File: src/rtl/core/ffrsa_pkg.sv
`timescale 1ns / 1ps

package ffrsa_pkg;

  // Field widths.
  localparam int ROW_W        = 6;
  localparam int SEAT_BITS    = 12;
  localparam int WANT_W       = 18;
  localparam int CFG_W        = 12;
  localparam int CFG_IDX_W    = 2;
  localparam int MAX_ROWS_DEF = 64;

  // Register reset values.
  localparam logic [CFG_W-1:0] SEATS_PER_ROW_RST = CFG_W'(16);
  localparam logic [CFG_W-1:0] ROWS_IN_USE_RST   = CFG_W'(64);

  // Configuration register indexes.
  typedef enum logic [CFG_IDX_W-1:0] {
    CFG_SEATS_PER_ROW = 2'd0,
    CFG_ROWS_IN_USE   = 2'd1
  } cfg_idx_t;

  // Request kinds.
  localparam logic KIND_CONTIG  = 1'b0;
  localparam logic KIND_SCATTER = 1'b1;

  typedef struct packed {
    logic              kind;
    logic [WANT_W-1:0] seats_wanted;
    logic [ROW_W-1:0]  max_row;
  } in_beat_t;

  typedef struct packed {
    logic                 granted;
    logic [ROW_W-1:0]     row_index;
    logic [SEAT_BITS-1:0] first_seat;
  } out_beat_t;

  // Token that walks the row cells, one cell per cycle.
  typedef struct packed {
    logic                 vld;
    logic                 kind;
    logic                 commit;   // cells may book seats on this pass
    logic                 hit;      // contiguous request already placed
    logic [ROW_W-1:0]     last;     // highest row the request may use
    logic [WANT_W-1:0]    rem;      // seats still to be found
    logic [ROW_W-1:0]     row;
    logic [SEAT_BITS-1:0] seat;
  } tok_t;

  typedef enum logic [1:0] {
    ST_IDLE,
    ST_RUN,
    ST_PUSH
  } ctrl_state_t;

endpackage

File: src/rtl/core/ffrsa_cell.sv
`timescale 1ns / 1ps

module ffrsa_cell
  import ffrsa_pkg::*;
#(
  parameter int ROW_IDX = 0
) (
  input  logic                 clk,
  input  logic                 rst_n,
  input  logic [SEAT_BITS-1:0] seats_per_row,
  input  tok_t                 tok_i,
  output tok_t                 tok_o
);

  localparam logic [ROW_W-1:0] ROW_CODE = ROW_W'(ROW_IDX);

  logic [SEAT_BITS-1:0] fill_r, fill_nxt;
  tok_t                 tok_r, tok_nxt;
  logic [SEAT_BITS-1:0] free_seats;
  logic [WANT_W-1:0]    free_w;
  logic [WANT_W-1:0]    take;
  logic                 in_range;

  // Free seats of this row; an overfull row has none.
  always_comb begin
    free_seats = (fill_r >= seats_per_row) ? '0 : (seats_per_row - fill_r);
    free_w     = WANT_W'(free_seats);
    take       = (free_w < tok_i.rem) ? free_w : tok_i.rem;
    in_range   = tok_i.vld && (int'(tok_i.last) >= ROW_IDX);
  end

  // Serve the passing token and hand it on.
  always_comb begin
    tok_nxt  = tok_i;
    fill_nxt = fill_r;
    if (in_range) begin
      if (tok_i.kind == KIND_CONTIG) begin
        if (!tok_i.hit && (free_w >= tok_i.rem)) begin
          tok_nxt.hit  = 1'b1;
          tok_nxt.row  = ROW_CODE;
          tok_nxt.seat = fill_r;
          fill_nxt     = fill_r + SEAT_BITS'(tok_i.rem);
        end
      end else begin
        tok_nxt.rem = tok_i.rem - take;
        if (tok_i.commit) begin
          fill_nxt = fill_r + SEAT_BITS'(take);
        end
      end
    end
  end

  always_ff @(posedge clk) begin
    if (!rst_n) begin
      fill_r <= '0;
      tok_r  <= '0;
    end else begin
      fill_r <= fill_nxt;
      tok_r  <= tok_nxt;
    end
  end

  assign tok_o = tok_r;

endmodule

File: config.mk
export PLATFORM = sky130hd
export DESIGN_NAME = ffrsa_cell
export DESIGN_NICKNAME = d
export VERILOG_FILES = /design/src/rtl/core/ffrsa_pkg.sv /design/src/rtl/core/ffrsa_cell.sv
export SDC_FILE = /design/constraint.sdc
export NUM_CORES = 1
export LEC_CHECK = 0
export BUFFER_PORTS_ARGS = -buffer_cell sky130_fd_sc_hd__buf_2
export CELL_PAD_IN_SITES_DETAIL_PLACEMENT = 1
export CELL_PAD_IN_SITES_GLOBAL_PLACEMENT = 1
export CORE_ASPECT_RATIO = 1.1
export CORE_MARGIN = 4
export CORE_UTILIZATION = 42
export CTS_CLUSTER_SIZE = 14
export DETAILED_ROUTE_END_ITERATION = 10
export GPL_TIMING_DRIVEN = 1
export HOLD_SLACK_MARGIN = 0.08
export PLACE_DENSITY_LB_ADDON = 0.25
export SLEW_MARGIN = 20
export SYNTH_ARGS = -nofsm -noshare
export SYNTH_HDL_FRONTEND = slang
export SYNTH_SLANG_ARGS = --single-unit
export TNS_END_PERCENT = 30
File: constraint.sdc
create_clock -name clk -period 17.6 [get_ports clk]
set_clock_uncertainty 0.05 [all_clocks]
set_input_delay 3.52 -clock clk [delete_from_list [all_inputs] [get_ports clk]]
set_output_delay 3.52 -clock clk [all_outputs]
set_load 0.005 [all_outputs]
==> reports/qor.csv <==
stage,metric,value,unit
status,run_status,finished clean,
place,portBuffers,105,
drt,route.met3.wl,587,um
clock_network,cts-root-buf,sky130_fd_sc_hd__clkbuf_8,
worst_setup_path,worst_ep_arrival_time,9800,ps
yosys,syn-instance-count,512,
drt,num_vias,3999,
worst_setup_path,timing.critical_path.from_type,input pin,
final_layout,finish.instance_area,4910,um2
floorplanning,die_height,112,um
grt,antenna_found_initial,0,
place,placedInstanceArea,4740,um2
clock_network,tritoncts_buffer_count,9,
yosys,synth.largest_area_cell,sky130_fd_sc_hd__dfxtp_1,
hold_path,hold_path_end,fill_r[11],
place,place_congestion,0.905,
yosys,synth_async_sr_flop_share,0,%
grt,first_global_vias,4238,
worst_setup_path,timing.reg2reg.setup_slack,10910,ps
yosys,synth.net_count,622,
floorplanning,design.die.area,11400,um2
floorplanning,core-area,9440,um2
pwr,p_per_area,81.8,nW/um2
clock_network,count_of_hold_fix_buffers_inserted_at_cts,0,
yosys,edff_count_synth,0,
drt,detail_route.vias_per_cell,5.43,
drt,drtAntennaViolNets,0,
hold_path,worst_hold_path_type,flip-flop to flip-flop,
timing,report.final.slew_viol_count,0,
floorplanning,count_of_standard_cell_rows,37,
worst_setup_path,slowest_cell_on_the_critical_path,sky130_fd_sc_hd__o41ai_1,
floorplanning,initial_core_util,43.5,%
place,hpwl,9.51,mm
timing,finalCritPeriodShare,54.3,%
floorplanning,design.portCount,106,
clock_network,clock_tree.buffer_depth,2,
clock_network,cts-resized-gates,0,
place,post-place-cells,721,
drt,remaining_drc_errors,0,
drt,detail_route.first_pass.iterations,4,
final_layout,fill_cells,1202,
yosys,post-synth-top-area-fraction,28.2,%
worst_setup_path,slowest_stage_delay_cp,620,ps
drt,wl_met1,5.07,mm
clock_network,path_clk_slew,60,ps
grt,grt_first_pass_wirelength,19.8,mm
yosys,syn_avg_cell_area,8.03,um2
timing,final.setup.tns,0,ps
worst_setup_path,critPathKind,input pin to flip-flop,
timing,slew-limit-headroom,44.5,%
yosys,synth.ff_latch_count,58,
run,drv_cap,0,
final_layout,drive_gt1_share,21.6,%
timing,grt_setup_unrepaired,no,
yosys,yosys-top-cells-area,"sky130_fd_sc_hd__dfxtp_1 28%, sky130_fd_sc_hd__ha_1 14%, sky130_fd_sc_hd__mux2i_1 6.8%, sky130_fd_sc_hd__a21oi_1 5.8%, sky130_fd_sc_hd__nor2_1 5.1%",
grt,grt_start_max_net_pins,25,
timing,min_setup_slack_post_route,8040,ps
yosys,netlist_area,4110,um2
clock_network,cts_tree,done,
timing,fin_hold_ws,444,ps
yosys,synth-seq-area-share,28.2,%
worst_setup_path,reg2reg_to,fill_r[10],
clock_network,h-tree-depth,3,
grt,global_route_usage_sum,21.7,%
worst_setup_path,worstSetupEndpointType,flip-flop,
yosys,netlist-cell-type-count,53,
timing,worst_slew_pin_slew,832,ps
yosys,synth_flop_cell,sky130_fd_sc_hd__dfxtp_1,
timing,setup-violations-final,0,
timing,minimum_period_implied_by_the_final_worst_setup_slack,9560,ps
final_layout,layoutNonFillerInstCount,737,
worst_setup_path,data_required_time_at_the_worst_endpoint,17840,ps
final_layout,n_antenna_cell,0,
final_layout,footprint_of_the_multi_input_gates,2740,um2
pwr,ir_drop,0.0000344,V
final_layout,final_net_count,725,
clock_network,post_cts.repair.setup_buffers,0,
drt,detail_route.wl_per_cell,16.2,um
drt,drtIter0Drc,46,
final_layout,layout.cells.most_common_list,"105 x sky130_fd_sc_hd__buf_2, 58 x sky130_fd_sc_hd__dfxtp_1, 56 x sky130_fd_sc_hd__nor2_1",
timing,max_clk_rate,105,MHz
place,preCtsSetupSlack,7780,ps
drt,drt-total-wl,11.9,mm
worst_setup_path,r2r.worst_path.cells,30,
clock_network,worstSkewPairLatency,360,ps
grt,overflow,0,
hold_path,hold_path_startpoint,fill_r[11],
hold_path,hold_depth,2,
yosys,synth-warning-count,0,
clock_network,cts_num_sinks,58,
worst_setup_path,crit_top_cell,sky130_fd_sc_hd__o21ai_0,
final_layout,final_common_cell,sky130_fd_sc_hd__buf_2,
drt,dr.max_layer_used,met4,
pwr,p_leak,2.26,nW
timing,timing.final.hold_violations,0,
worst_setup_path,worstPathMaxFanout,19,
final_layout,syn_to_final_growth,19.6,%
drt,met2RoutedLength,6.02,mm
worst_setup_path,worst_r2r_startpoint,fill_r[1],
floorplanning,chipWidth,102,um
final_layout,register_area,1160,um2
-- cell families after synthesis --
logic type	after synthesis	synth area share [%]
flops	58	28.2
mux	29	7.09
fa+ha+maj	50	15.8
simple gates	177	19.7
xor+xnor	24	5.11
buf+inv	53	5.05
compound gates	121	19.0
-- critical path: cells and delay by family --
family                     cells  cell delay, ps
AOI/OAI and AO/OA             13            3300
muxes                          1             280
adders and majority gates      5            1360
and+or+nand+nor                5             720
buffers and inverters          6             590
-- state kept, by name (all words and copies together) (netlist names) --
name	flops
tok_o	46
fill_r	12
-- through the flow --
| stage | utilization [%] | total power [W] |
|---|---|---|
| after floorplan | - | 0.000246 |
| after global placement | 50.1 | 0.000282 |
| after detailed placement | 50.1 | 0.000289 |
| after CTS | 52.0 | 0.000406 |
| after global routing | 52.0 | 0.000430 |
| final | 52.0 | 0.000402 |
-- cell type report --
type | instances | area share (%)
multi-input combinational | 401 | 55.8
sequential | 58 | 23.6
timing repair buffer | 108 | 11.2
tap | 117 | 2.98
inverter | 37 | 2.83
clock buffer | 10 | 2.80
clock inverter | 6 | 0.840
-- power by group --
group	total [W]	switching [W]	internal, W
Clock	0.000114	0.0000595	0.0000547
Combinational	0.000145	0.0000836	0.0000611
Sequential	0.000143	0.00000323	0.000140
Total	0.000402	0.000146	0.000256
-- Yosys cell counts, types with 2 or more instances --
| master | instances |
|---|---|
| sky130_fd_sc_hd__dfxtp_1 | 58 |
| sky130_fd_sc_hd__nor2_1 | 56 |
| sky130_fd_sc_hd__nand2_1 | 52 |
| sky130_fd_sc_hd__a21oi_1 | 48 |
| sky130_fd_sc_hd__ha_1 | 47 |
| sky130_fd_sc_hd__inv_1 | 37 |
| sky130_fd_sc_hd__mux2i_1 | 28 |
| sky130_fd_sc_hd__o21ai_0 | 22 |
| sky130_fd_sc_hd__nor3_1 | 16 |
| sky130_fd_sc_hd__and2_1 | 15 |
| sky130_fd_sc_hd__xnor2_1 | 15 |
| sky130_fd_sc_hd__clkbuf_1 | 13 |
| sky130_fd_sc_hd__nand3_1 | 12 |
| sky130_fd_sc_hd__a211oi_1 | 11 |
| sky130_fd_sc_hd__xor2_1 | 9 |
| sky130_fd_sc_hd__a21o_1 | 6 |
| sky130_fd_sc_hd__nand2b_1 | 5 |
| sky130_fd_sc_hd__o21a_1 | 5 |
| sky130_fd_sc_hd__or3_1 | 5 |
| sky130_fd_sc_hd__o31ai_1 | 4 |
| sky130_fd_sc_hd__a21boi_0 | 3 |
| sky130_fd_sc_hd__and3_1 | 3 |
| sky130_fd_sc_hd__fa_1 | 3 |
| sky130_fd_sc_hd__nand4_1 | 3 |
| sky130_fd_sc_hd__nor2b_1 | 3 |
| sky130_fd_sc_hd__a31o_2 | 2 |
| sky130_fd_sc_hd__buf_4 | 2 |
| sky130_fd_sc_hd__o21bai_1 | 2 |
| sky130_fd_sc_hd__o41ai_1 | 2 |
| sky130_fd_sc_hd__or2_2 | 2 |
-- per-layer routing --
layer | vias up | global-route usage, %
li1 | 1997 | -
met1 | 1884 | 25.0
met2 | 99 | 38.8
met3 | 19 | 3.95
met4 | 0 | 8.57
met5 | - | 0
-- worst max path at each step --
stage | startpoint | end | cells past startpoint
global placement | seats_per_row[0] | fill_r[10] | 31
detailed placement | seats_per_row[0] | fill_r[11] | 27
finish | seats_per_row[0] | fill_r[10] | 30
CTS | seats_per_row[0] | fill_r[10] | 30
global route | seats_per_row[0] | fill_r[10] | 33
floorplan | seats_per_row[0] | fill_r[11] | 28
No activity file was read; power rests on OpenSTA's default activity.
