<file path="src/rtl/core/ffrsa_pkg.sv">
`timescale 1ns / 1ps

package ffrsa_pkg;

  // Field widths.
  localparam int ROW_W        = 6;
  localparam int SEAT_BITS    = 12;
  localparam int WANT_W       = 18;
  localparam int CFG_W        = 12;
  localparam int CFG_IDX_W    = 2;
  localparam int MAX_ROWS_DEF = 64;

  // Register reset values.
  localparam logic [CFG_W-1:0] SEATS_PER_ROW_RST = CFG_W'(16);
  localparam logic [CFG_W-1:0] ROWS_IN_USE_RST   = CFG_W'(64);

  // Configuration register indexes.
  typedef enum logic [CFG_IDX_W-1:0] {
    CFG_SEATS_PER_ROW = 2'd0,
    CFG_ROWS_IN_USE   = 2'd1
  } cfg_idx_t;

  // Request kinds.
  localparam logic KIND_CONTIG  = 1'b0;
  localparam logic KIND_SCATTER = 1'b1;

  typedef struct packed {
    logic              kind;
    logic [WANT_W-1:0] seats_wanted;
    logic [ROW_W-1:0]  max_row;
  } in_beat_t;

  typedef struct packed {
    logic                 granted;
    logic [ROW_W-1:0]     row_index;
    logic [SEAT_BITS-1:0] first_seat;
  } out_beat_t;

  // Token that walks the row cells, one cell per cycle.
  typedef struct packed {
    logic                 vld;
    logic                 kind;
    logic                 commit;   // cells may book seats on this pass
    logic                 hit;      // contiguous request already placed
    logic [ROW_W-1:0]     last;     // highest row the request may use
    logic [WANT_W-1:0]    rem;      // seats still to be found
    logic [ROW_W-1:0]     row;
    logic [SEAT_BITS-1:0] seat;
  } tok_t;

  typedef enum logic [1:0] {
    ST_IDLE,
    ST_RUN,
    ST_PUSH
  } ctrl_state_t;

endpackage

</file>
<file path="src/rtl/core/ffrsa_ctrl.sv">
`timescale 1ns / 1ps

module ffrsa_ctrl
  import ffrsa_pkg::*;
#(
  parameter int MAX_ROWS = MAX_ROWS_DEF
) (
  input  logic             clk,
  input  logic             rst_n,
  input  logic [CFG_W-1:0] rows_in_use,
  input  logic             in_valid,
  output logic             in_ready,
  input  in_beat_t         in_data,
  output logic             out_valid,
  input  logic             out_ready,
  output out_beat_t        out_data,
  output tok_t             launch,
  input  tok_t             ret
);

  localparam int CLOG_ROWS = $clog2(MAX_ROWS + 1);
  localparam int CNT_W     = (CLOG_ROWS > CFG_W) ? CLOG_ROWS : CFG_W;
  localparam logic [CNT_W-1:0] ROWS_CAP = CNT_W'(MAX_ROWS);
  localparam logic [CNT_W-1:0] ONE      = CNT_W'(1);

  ctrl_state_t       state_r, state_nxt;
  logic [WANT_W-1:0] want_r, want_nxt;
  logic [ROW_W-1:0]  last_r, last_nxt;
  out_beat_t         res_r, res_nxt;
  out_beat_t         out_r, out_nxt;
  logic              out_vld_r, out_vld_nxt;
  tok_t              launch_r, launch_nxt;

  logic [CNT_W-1:0] riu_w, active, top_row, mr_w, last_w;
  logic [ROW_W-1:0] last_in;

  // Clamp the request's row limit to the rows in use.
  always_comb begin
    riu_w   = CNT_W'(rows_in_use);
    active  = (riu_w == '0) ? ONE : ((riu_w > ROWS_CAP) ? ROWS_CAP : riu_w);
    top_row = active - ONE;
    mr_w    = CNT_W'(in_data.max_row);
    last_w  = (mr_w > top_row) ? top_row : mr_w;
    last_in = last_w[ROW_W-1:0];
  end

  // Sequencer: launch passes, collect the returning token, hand off the result.
  always_comb begin
    state_nxt   = state_r;
    want_nxt    = want_r;
    last_nxt    = last_r;
    res_nxt     = res_r;
    out_nxt     = out_r;
    out_vld_nxt = out_vld_r;
    launch_nxt  = '0;
    if (out_vld_r && out_ready) begin
      out_vld_nxt = 1'b0;
    end
    unique case (state_r)
      ST_IDLE: begin
        if (in_valid) begin
          want_nxt          = in_data.seats_wanted;
          last_nxt          = last_in;
          launch_nxt.vld    = 1'b1;
          launch_nxt.kind   = in_data.kind;
          launch_nxt.commit = (in_data.kind == KIND_CONTIG);
          launch_nxt.last   = last_in;
          launch_nxt.rem    = in_data.seats_wanted;
          state_nxt         = ST_RUN;
        end
      end
      ST_RUN: begin
        if (ret.vld) begin
          if (ret.kind == KIND_CONTIG) begin
            res_nxt.granted    = ret.hit;
            res_nxt.row_index  = ret.row;
            res_nxt.first_seat = ret.seat;
            state_nxt          = ST_PUSH;
          end else if (!ret.commit && (ret.rem == '0)) begin
            // Enough free seats in range: book them on a second pass.
            launch_nxt.vld    = 1'b1;
            launch_nxt.kind   = KIND_SCATTER;
            launch_nxt.commit = 1'b1;
            launch_nxt.last   = last_r;
            launch_nxt.rem    = want_r;
          end else begin
            res_nxt         = '0;
            res_nxt.granted = ret.commit;
            state_nxt       = ST_PUSH;
          end
        end
      end
      ST_PUSH: begin
        if (!out_vld_r || out_ready) begin
          out_nxt     = res_r;
          out_vld_nxt = 1'b1;
          state_nxt   = ST_IDLE;
        end
      end
      default: begin
        state_nxt = ST_IDLE;
      end
    endcase
  end

  always_ff @(posedge clk) begin
    if (!rst_n) begin
      state_r   <= ST_IDLE;
      out_vld_r <= 1'b0;
      launch_r  <= '0;
    end else begin
      state_r   <= state_nxt;
      out_vld_r <= out_vld_nxt;
      launch_r  <= launch_nxt;
    end
  end

  always_ff @(posedge clk) begin
    want_r <= want_nxt;
    last_r <= last_nxt;
    res_r  <= res_nxt;
    out_r  <= out_nxt;
  end

  assign in_ready  = (state_r == ST_IDLE);
  assign out_valid = out_vld_r;
  assign out_data  = out_r;
  assign launch    = launch_r;

endmodule

</file>
<file path="config.mk">
export PLATFORM = sky130hd
export DESIGN_NAME = ffrsa_ctrl
export DESIGN_NICKNAME = d
export VERILOG_FILES = /design/src/rtl/core/ffrsa_pkg.sv /design/src/rtl/core/ffrsa_ctrl.sv
export SDC_FILE = /design/constraint.sdc
export NUM_CORES = 1
export LEC_CHECK = 0
export BUFFER_PORTS_ARGS = -buffer_cell sky130_fd_sc_hd__buf_4
export CORE_UTILIZATION = 35
export CTS_BUF_LIST = sky130_fd_sc_hd__clkbuf_4 sky130_fd_sc_hd__clkbuf_8
export DETAILED_ROUTE_END_ITERATION = 10
export SETUP_SLACK_MARGIN = 0.02
export SLEW_MARGIN = 20
export SYNTH_ARGS = -nofsm -noshare
export SYNTH_HDL_FRONTEND = slang
export SYNTH_SLANG_ARGS = --single-unit
</file>
<file path="constraint.sdc">
create_clock -name clk -period 7.9 [get_ports clk]
set_input_delay 1.58 -clock clk [delete_from_list [all_inputs] [get_ports clk]]
set_output_delay 1.58 -clock clk [all_outputs]
set_load 0.005 [all_outputs]
</file>
==> impl_metrics.json, run 1 <==
{
  "status": "complete, no violations",
  "whs_path_depth": 0,
  "syn-cell-area_um2": 3681,
  "vdd_ir_drop_max_uv": 97.04,
  "ios": 154,
  "seq_area_frac_synth_pct": 66.89,
  "vias_per_cell": 4.648,
  "synth.distinct_cells": 44,
  "worst_setup_path_start_kind": "input pin",
  "fin_nets": 507,
  "grt_pass1_wl_mm": 12.12,
  "drv_cap": 0,
  "syn-mean-instance-area_um2": 12.96,
  "path_delay_family": "simple AND/OR/NAND/NOR gates",
  "arrival_ns": 4.57,
  "cts_htree_levels": 3,
  "path_clk_slew_ns": 0.09,
  "grt_pass1_vias": 2420,
  "max_freq_ghz": 0.2305,
  "io_buffers": 128,
  "drive_above_1_share_pct": 36.36,
  "path_max_fanout": 10,
  "postCtsSetupRepairBufs": 0,
  "crit_cells": 14,
  "ctsHoldBuffers": 0,
  "max_stage_delay_ns": 0.33,
  "clock_latency_ns": 0.35,
  "finalSetupViolCount": 0,
  "ys_seq_elements": 92,
  "area_growth_pct": 33.11,
  "synth_area_leader_cell": "edfxtp_1",
  "post-route-min-period_ns": 4.338,
  "antenna_found_initial": 0,
  "synth_top_cells_by_count": "edfxtp_1, dfxtp_1, nor2_1",
  "p_per_area_nw_per_um2": 193.5,
  "synth_top_area_share_pct": 50.58,
  "grt_max_degree": 46,
  "hold_slack_ns": 0.4140,
  "drt_iter0_markers": 80,
  "overflow": 0,
  "root_buffer": "clkbuf_8",
  "ys_top_cells_by_area": "edfxtp_1, dfxtp_1, nor2b_1, buf_4, a22oi_1",
  "grt_usage_pct": 14.43,
  "die_w_um": 104.6,
  "path_cells": "buf_4 > nor4_4 > and2_1 > o21ai_1 > ha_1 > nand2_1 > mux2i_1 > a21o_1 > ha_1 > or3_1 > o21ai_0 > a21o_1 > nor4_1 > a221o_1",
  "drc": 0,
  "cts_tree": "yes",
  "slew_violations": 0,
  "skew_ns": 0.01621,
  "synth_edf_count": 62,
  "drt_wl_total_mm": 7.537,
  "antenna_left": 0,
  "num_vias": 2575,
  "cp_num_buf_inv": 1,
  "async_flop_share_pct": 0,
  "clock_path_buffers": 2,
  "yosysMostFrequentCell": "edfxtp_1",
  "hold_class": "reg2reg",
  "yosysWarningCount": 0,
  "rsz0062_at_grt": "false",
  "tightest_slew_ns": 0.9230,
  "syn-instance-count": 284,
  "timing.slew.headroom_pct": 38.47,
  "cp.required_ns": 8.14,
  "drtPass1Iterations": 4,
  "ctsResizeCount": 0,
  "globalplace.congestion": 0.7654,
  "die_area_um2": 10930,
  "ys.flop_type": "edfxtp_1",
  "end_kind": "flop",
  "crit_type": "in2reg",
  "wl_per_cell_um": 13.60,
  "core_area_um2": 10280,
  "use_met2_pct": 23.27,
  "grt-busiest-layer": "met2",
  "finalCritPeriodShare_pct": 54.91,
  "finalPower_mw": 0.9479,
  "rows": 37,
  "num_antenna_cells": 0,
  "reg2reg_depth": 5,
  "dp_hpwl_mm": 5.544,
  "die_h_um": 104.6,
  "cts_buffers": 9,
  "start_util_pct": 35.82,
  "worst_path_max_delay_cell": "nor4_4",
  "grtUsageMet3_pct": 4.866,
  "cts_sinks": 92,
  "power_leakage_nw": 1.974,
  "fin_tns_setup_ns": 0,
  "hold_viol_final": 0,
  "met1_usage_pct": 18.03
}
-- cell families after synthesis --
family                     share of synthesized area (%)
AOI/OAI and AO/OA                                  10.77
and+or+nand+nor                                    13.32
DFF                                                66.89
buffers and inverters                              5.710
adders and majority gates                          2.379
xor gates and xnor gates                          0.2380
muxes                                             0.5778
other                                             0.1019
-- worst paths after layout --
kind / start / end / slack [ns]
worst max-delay path: rows_in_use[11] / launch[39] / 3.56
worst min register to register: res_r[8] / out_data[8] / 0.41
worst min-delay path: res_r[8] / out_data[8] / 0.41
worst max register to register: state_r[1] / launch[36] / 5.81
-- area by class of cell --
cell class	instances	area [µm²]
multi-input combinational	176	1080
fill	973	5378
clock buffer	11	138.9
tap	136	170.2
sequential	92	2462
clock inverter	5	61.31
timing repair buffer	129	968.4
inverter	5	18.77
-- power breakdown --
part / switching [mW] / internal, mW
registers: 0.00538 / 0.536
clock network: 0.161 / 0.155
logic: 0.0418 / 0.0490
total: 0.208 / 0.740
-- state kept, by name, indices dropped and copies added, names as in the netlist --
name and flops:
state_r 2, last_r 6, launch 27, res_r 19
out_data 19, out_valid 1, want_r 18
-- per-stage QoR --
stage	cells	cell area (µm²)	setup slack (ns)	utilization (%)
floorplan	302	3749	3.689	-
global placement	538	4700	3.284	45.73
detailed placement	538	4700	3.240	45.73
CTS	554	4900	3.620	47.67
global route	554	4900	3.322	47.67
finish	554	4900	3.563	47.67
-- per-layer routing --
layer / wire length [µm] / share of wire (%) / up-vias
li1: - / - / 1264
met1: 3260 / 43 / 1212
met2: 3717 / 49 / 91
met3: 438 / 5.8 / 8
met4: 121 / 1.6 / 0
met5: 0 / 0 / -
-- cell usage in the layout (no fill, tap or decap), types with 3 or more instances in the layout --
| cell | synthesis | final |
|---|---|---|
| nand3_1 | 5 | 5 |
| nor4_1 | 7 | 7 |
| dfxtp_1 | 30 | 30 |
| o21ai_0 | 12 | 12 |
| nand2b_1 | 3 | 3 |
| nor2_1 | 25 | 25 |
| clkinvlp_4 | 0 | 3 |
| buf_4 | 19 | 129 |
| nor2b_1 | 23 | 22 |
| edfxtp_1 | 62 | 62 |
| nor3_1 | 4 | 4 |
| or3_1 | 3 | 3 |
| a221o_1 | 3 | 3 |
| o21a_1 | 3 | 3 |
| a21oi_1 | 5 | 5 |
| clkbuf_8 | 0 | 9 |
| ha_1 | 7 | 7 |
| inv_1 | 5 | 5 |
| a22oi_1 | 18 | 18 |
| conb_1 | 1 | 19 |
| nand2_1 | 9 | 9 |
Power figures use the tool's default switching activity.
==> run 2: changes to the inputs <==
- clock period: 7.9 -> 3.5 ns (I/O delays scaled with it)
==> impl_metrics.json, run 2 (synthesis gave the netlist of run 1 again) <==
{
  "status": "complete, no violations",
  "hold_viol_final": 0,
  "antenna_found_initial": 0,
  "place_inst": 546,
  "die_h_um": 104.6,
  "vdd_ir_drop_max_uv": 224.3,
  "r2r_slack_ns": 1.61,
  "die_area_um2": 10930,
  "finalSetupViolCount": 0,
  "path_max_fanout": 6,
  "hold_slack_ns": 0.4139,
  "wl_per_cell_um": 13.62,
  "tightest_slew_ns": 0.8904,
  "num_antenna_cells": 0,
  "end_kind": "flop",
  "arrival_ns": 3.42,
  "skew_ns": 0.008790,
  "crit_type": "in2reg",
  "worst_path_max_delay_cell": "nor4_1",
  "placed_area_um2": 4760,
  "ios": 154,
  "drtPass1Iterations": 4,
  "rsz0062_at_grt": "false",
  "layout.cells.non_filler": 562,
  "clock_path_buffers": 2,
  "worst_setup_path_start_kind": "input pin",
  "grt_max_degree": 25,
  "final_cell_mix": "buf_4, edfxtp_1, dfxtp_1",
  "hold_class": "reg2reg",
  "cts_sinks": 92,
  "die_w_um": 104.6,
  "post-route-min-period_ns": 3.164,
  "timing.slew.headroom_pct": 40.37,
  "drt_wl_total_mm": 7.657,
  "max_freq_ghz": 0.3160,
  "root_buffer": "clkbuf_8",
  "grt_usage_pct": 14.36,
  "cts_htree_levels": 3,
  "fin_nets": 515,
  "ctsResizeCount": 0,
  "clock_latency_ns": 0.34,
  "cts_buffers": 9,
  "io_buffers": 128,
  "cp.required_ns": 3.75,
  "drt_iter0_markers": 144,
  "grt_pass1_vias": 2582,
  "antenna_left": 0,
  "overflow": 0,
  "num_vias": 2662,
  "dp_hpwl_mm": 5.672,
  "fillCellCount": 953,
  "preCtsSetupSlack_ns": -0.002697,
  "path_clk_slew_ns": 0.08,
  "drv_cap": 0,
  "design_area_um2": 4987,
  "final.setup.worst_slack_ns": 0.3355,
  "cts_tree": "yes",
  "ctsHoldBuffers": 0,
  "core_area_um2": 10280,
  "p_per_area_nw_per_um2": 444.2,
  "path_cells": "buf_4 > nor4_1 > nor2b_1 > o21ai_1 > ha_1 > nand2_1 > mux2i_1 > a21o_1 > ha_1 > or3_1 > o21ai_0 > a21o_1 > buf_4 > o21ai_1 > o221ai_1",
  "area_growth_pct": 35.49,
  "largest_reg_flops": 27,
  "drive_above_1_share_pct": 37.56,
  "rows": 37,
  "globalplace.congestion": 0.7616,
  "power_leakage_nw": 2.034,
  "max_stage_delay_ns": 0.33,
  "drc": 0,
  "vias_per_cell": 4.737,
  "slew_violations": 0,
  "postCtsSetupRepairBufs": 0,
  "final_common_cell": "buf_4",
  "grt_pass1_wl_mm": 12.23,
  "start_util_pct": 35.82,
  "finalCritPeriodShare_pct": 90.41
}
## run 2: changes by cell type in the layout (fill, tap and decap cells not counted)
cell,delta
clkbuf_4,-1
clkbuf_8,+1
buf_4,+8
bufinv_16,+1
clkinvlp_4,-2
inv_4,+1
## run 2: final cells by class
class / instances / area, µm² / area share [%]
clock inverters: 5 / 82.58 / 1.656
clock buffers: 11 / 145.1 / 2.910
multi-input cells: 176 / 1080 / 21.65
repair buffers: 137 / 1028 / 20.62
inverters: 5 / 18.77 / 0.3763
flip-flops and latches: 92 / 2462 / 49.37
well taps: 136 / 170.2 / 3.412
## run 2: report_power, final
part | internal (mW) | switching [mW]
clock | 0.433 | 0.351
sequential | 1.21 | 0.0121
combinational | 0.114 | 0.0964
total | 1.76 | 0.459
## run 2: worst max-delay path, delay by kind of cell
kind / cells / cell delay [ns]
buffers and inverters: 2 / 0.28
AND/OR/NAND/NOR: 4 / 0.88
AO/OA/AOI/OAI: 6 / 0.90
multiplexers: 1 / 0.07
adder cells (fa/ha/maj): 2 / 0.56
## run 2: metrics by stage
step | TNS [ns] | util, % | total power [mW]
after CTS | 0 | 48.53 | 2.246
after floorplan | 0 | - | 1.343
final | 0 | 48.53 | 2.216
after global placement | 0 | 46.31 | 1.453
after detailed placement | -0.002697 | 46.31 | 1.458
after global routing | 0 | 48.53 | 2.315
## run 2: final timing paths
check	start	to	depth (start not counted)
min	res_r[8]	out_data[8]	0
min reg2reg	res_r[8]	out_data[8]	0
max	rows_in_use[2]	launch[38]	15
max reg2reg	state_r[1]	launch[43]	5
## run 2: metal layers
| metal | routed length [µm] | track usage (%) | vias up |
|---|---|---|---|
| met5 | 0 | 0 | - |
| met3 | 463 | 3.930 | 12 |
| li1 | - | - | 1277 |
| met4 | 167 | 6.327 | 0 |
| met2 | 3771 | 23.65 | 115 |
| met1 | 3254 | 17.58 | 1258 |
==> run 3: changes to the inputs <==
- ABC_AREA: unset -> 1
- GPL_ROUTABILITY_DRIVEN: unset -> 0
==> impl_metrics.json, run 3 <==
{
  "drtPass1Iterations": 4,
  "clock_latency_ns": 0.36,
  "vdd_ir_drop_max_uv": 204.8,
  "cts_sinks": 92,
  "yosysMostFrequentCell": "edfxtp_1",
  "worst_path_max_delay_cell": "ha_1",
  "slew_violations": 0,
  "path_delay_family": "simple AND/OR/NAND/NOR gates",
  "wl_met2_mm": 3.502,
  "ys.flop_type": "edfxtp_1",
  "area_growth_pct": 32.65,
  "die_h_um": 105.9,
  "finish.utilization_pct": 48.12,
  "routed.top_layer": "met4",
  "status": "complete, no violations",
  "end_kind": "flop",
  "routedLengthMet1_mm": 3.449,
  "grt_pass1_vias": 2551,
  "largest_reg_flops": 27,
  "ctsHoldBuffers": 0,
  "arrival_ns": 3.20,
  "drc": 0,
  "synth_edf_count": 62,
  "path_max_fanout": 7,
  "syn-cell-area_um2": 3779,
  "cts_tree": "yes",
  "grt_usage_pct": 13.95,
  "final_cell_mix": "buf_4, edfxtp_1, nor2_1",
  "synth_top_area_share_pct": 49.27,
  "skew_ns": 0.01106,
  "start_util_pct": 36.28,
  "rows": 37,
  "num_vias": 2728,
  "seq_area_frac_synth_pct": 65.17,
  "finalCritPeriodShare_pct": 88.10,
  "rsz0062_at_grt": "false",
  "ys_seq_elements": 92,
  "grt_pass1_wl_mm": 12.12,
  "power_leakage_nw": 2.225,
  "async_flop_share_pct": 0,
  "cts_htree_levels": 3,
  "clock_path_buffers": 2,
  "core_area_um2": 10420,
  "hold_class": "reg2reg",
  "synth_area_leader_cell": "edfxtp_1",
  "cts_buffers": 9,
  "ios": 154,
  "drt_iter0_markers": 122,
  "syn-mean-instance-area_um2": 10.95,
  "max_stage_delay_ns": 0.26,
  "drive_above_1_share_pct": 32.37,
  "grt_max_degree": 50,
  "synth.distinct_cells": 33,
  "final_common_cell": "buf_4",
  "max_freq_ghz": 0.3243,
  "io_buffers": 128,
  "ys_top_cells_by_area": "edfxtp_1, dfxtp_1, nor2_1, inv_1, buf_4",
  "syn-instance-count": 345,
  "ctsResizeCount": 0,
  "synth_top_cells_by_count": "edfxtp_1, nor2_1, inv_1",
  "cp_num_buf_inv": 4,
  "tightest_slew_ns": 0.8116,
  "postCtsSetupRepairBufs": 0,
  "fillCellCount": 997,
  "crit_type": "in2reg",
  "num_antenna_cells": 0,
  "antenna_found_initial": 0,
  "drt_wl_total_mm": 7.524,
  "path_cells": "buf_4 > nor2_1 > nand2_1 > nor2_4 > inv_1 > nand2_2 > a21oi_4 > ha_1 > inv_1 > nor2_1 > xor2_1 > ha_1 > nand2_1 > inv_1 > nand4_1 > nand3_1 > nor2_1 > nand3_1 > and2_1",
  "finalPower_mw": 2.141,
  "fin_nets": 571,
  "cp.required_ns": 3.62,
  "finalSetupViolCount": 0,
  "path_clk_slew_ns": 0.10,
  "dp_hpwl_mm": 5.405,
  "antenna_left": 0,
  "die_w_um": 105.9,
  "fin_tns_setup_ns": 0,
  "wl_per_cell_um": 12.17,
  "drv_cap": 0,
  "met3_wirelength_um": 471,
  "vias_per_cell": 4.414,
  "hold_viol_final": 0,
  "overflow": 0,
  "yosysWarningCount": 0,
  "post-route-min-period_ns": 3.083,
  "timing.slew.headroom_pct": 45.56,
  "p_per_area_nw_per_um2": 427.2,
  "root_buffer": "clkbuf_8",
  "die_area_um2": 11220,
  "worst_setup_path_start_kind": "input pin"
}
-- run 3: cell types whose count changed after synthesis, moves of 7 or more --
| cell | previous run | this run |
|---|---|---|
| nor2b_1 | 23 | 0 |
| nand2_1 | 9 | 39 |
| o21ai_0 | 12 | 3 |
| nor2_1 | 25 | 59 |
| nor4_1 | 7 | 0 |
| inv_1 | 5 | 44 |
| a21oi_1 | 5 | 13 |
-- run 3: kinds of logic (layout without fill, tap and decap cells) --
group | after synthesis | after routing | share of synthesized area [%]
simple gates | 126 | 126 | 14.64
flops | 92 | 92 | 65.17
buf+inv | 74 | 193 | 9.569
compound gates | 43 | 43 | 7.748
fa+ha+maj | 7 | 7 | 2.318
xor+xnor | 2 | 2 | 0.4637
other cells | 1 | 19 | 0.09924
-- run 3: layout make-up --
cell class	instances	area (µm²)	area share [%]
Clock inverter	7	80.08	1.598
Sequential cell	92	2462	49.13
Tap cell	136	170.2	3.395
Inverter	47	177.7	3.545
Clock buffer	9	123.9	2.471
Timing Repair Buffer	130	975.9	19.47
Multi-Input combinational cell	197	1022	20.39
-- run 3: where the power goes --
part | leakage (nW) | internal (mW) | total (mW) | switching [mW]
clock | 0.0994 | 0.284 | 0.710 | 0.426
combinational | 1.30 | 0.110 | 0.209 | 0.0997
sequential | 0.824 | 1.21 | 1.22 | 0.0124
total | 2.23 | 1.60 | 2.14 | 0.538
-- run 3: layer usage --
metal / vias to the layer above / GRT usage (%)
li1: 1374 / -
met1: 1231 / 18.94
met2: 110 / 21.71
met3: 13 / 3.740
met4: 0 / 4.464
met5: - / 0
-- run 3: final timing paths --
check	slack [ns]	depth (start not counted)	startpoint	endpoint
setup / recovery	0.42	19	rows_in_use[8]	last_r[5]
hold / removal	0.43	0	res_r[0]	out_data[0]
setup reg to reg	1.70	5	state_r[0]	res_r[15]
hold reg to reg	0.43	0	res_r[0]	out_data[0]
-- run 3: through the flow --
step / cells / area (µm²) / setup slack, ns / hold WS, ns
after floorplan: 363 / 3846 / 0.4673 / 0.4003
after global placement: 602 / 4808 / 0.07761 / 0.4009
after detailed placement: 602 / 4808 / 0.04193 / 0.4045
after CTS: 618 / 5012 / 0.4148 / 0.4284
after global routing: 618 / 5012 / 0.09756 / 0.4369
final: 618 / 5012 / 0.4166 / 0.4275
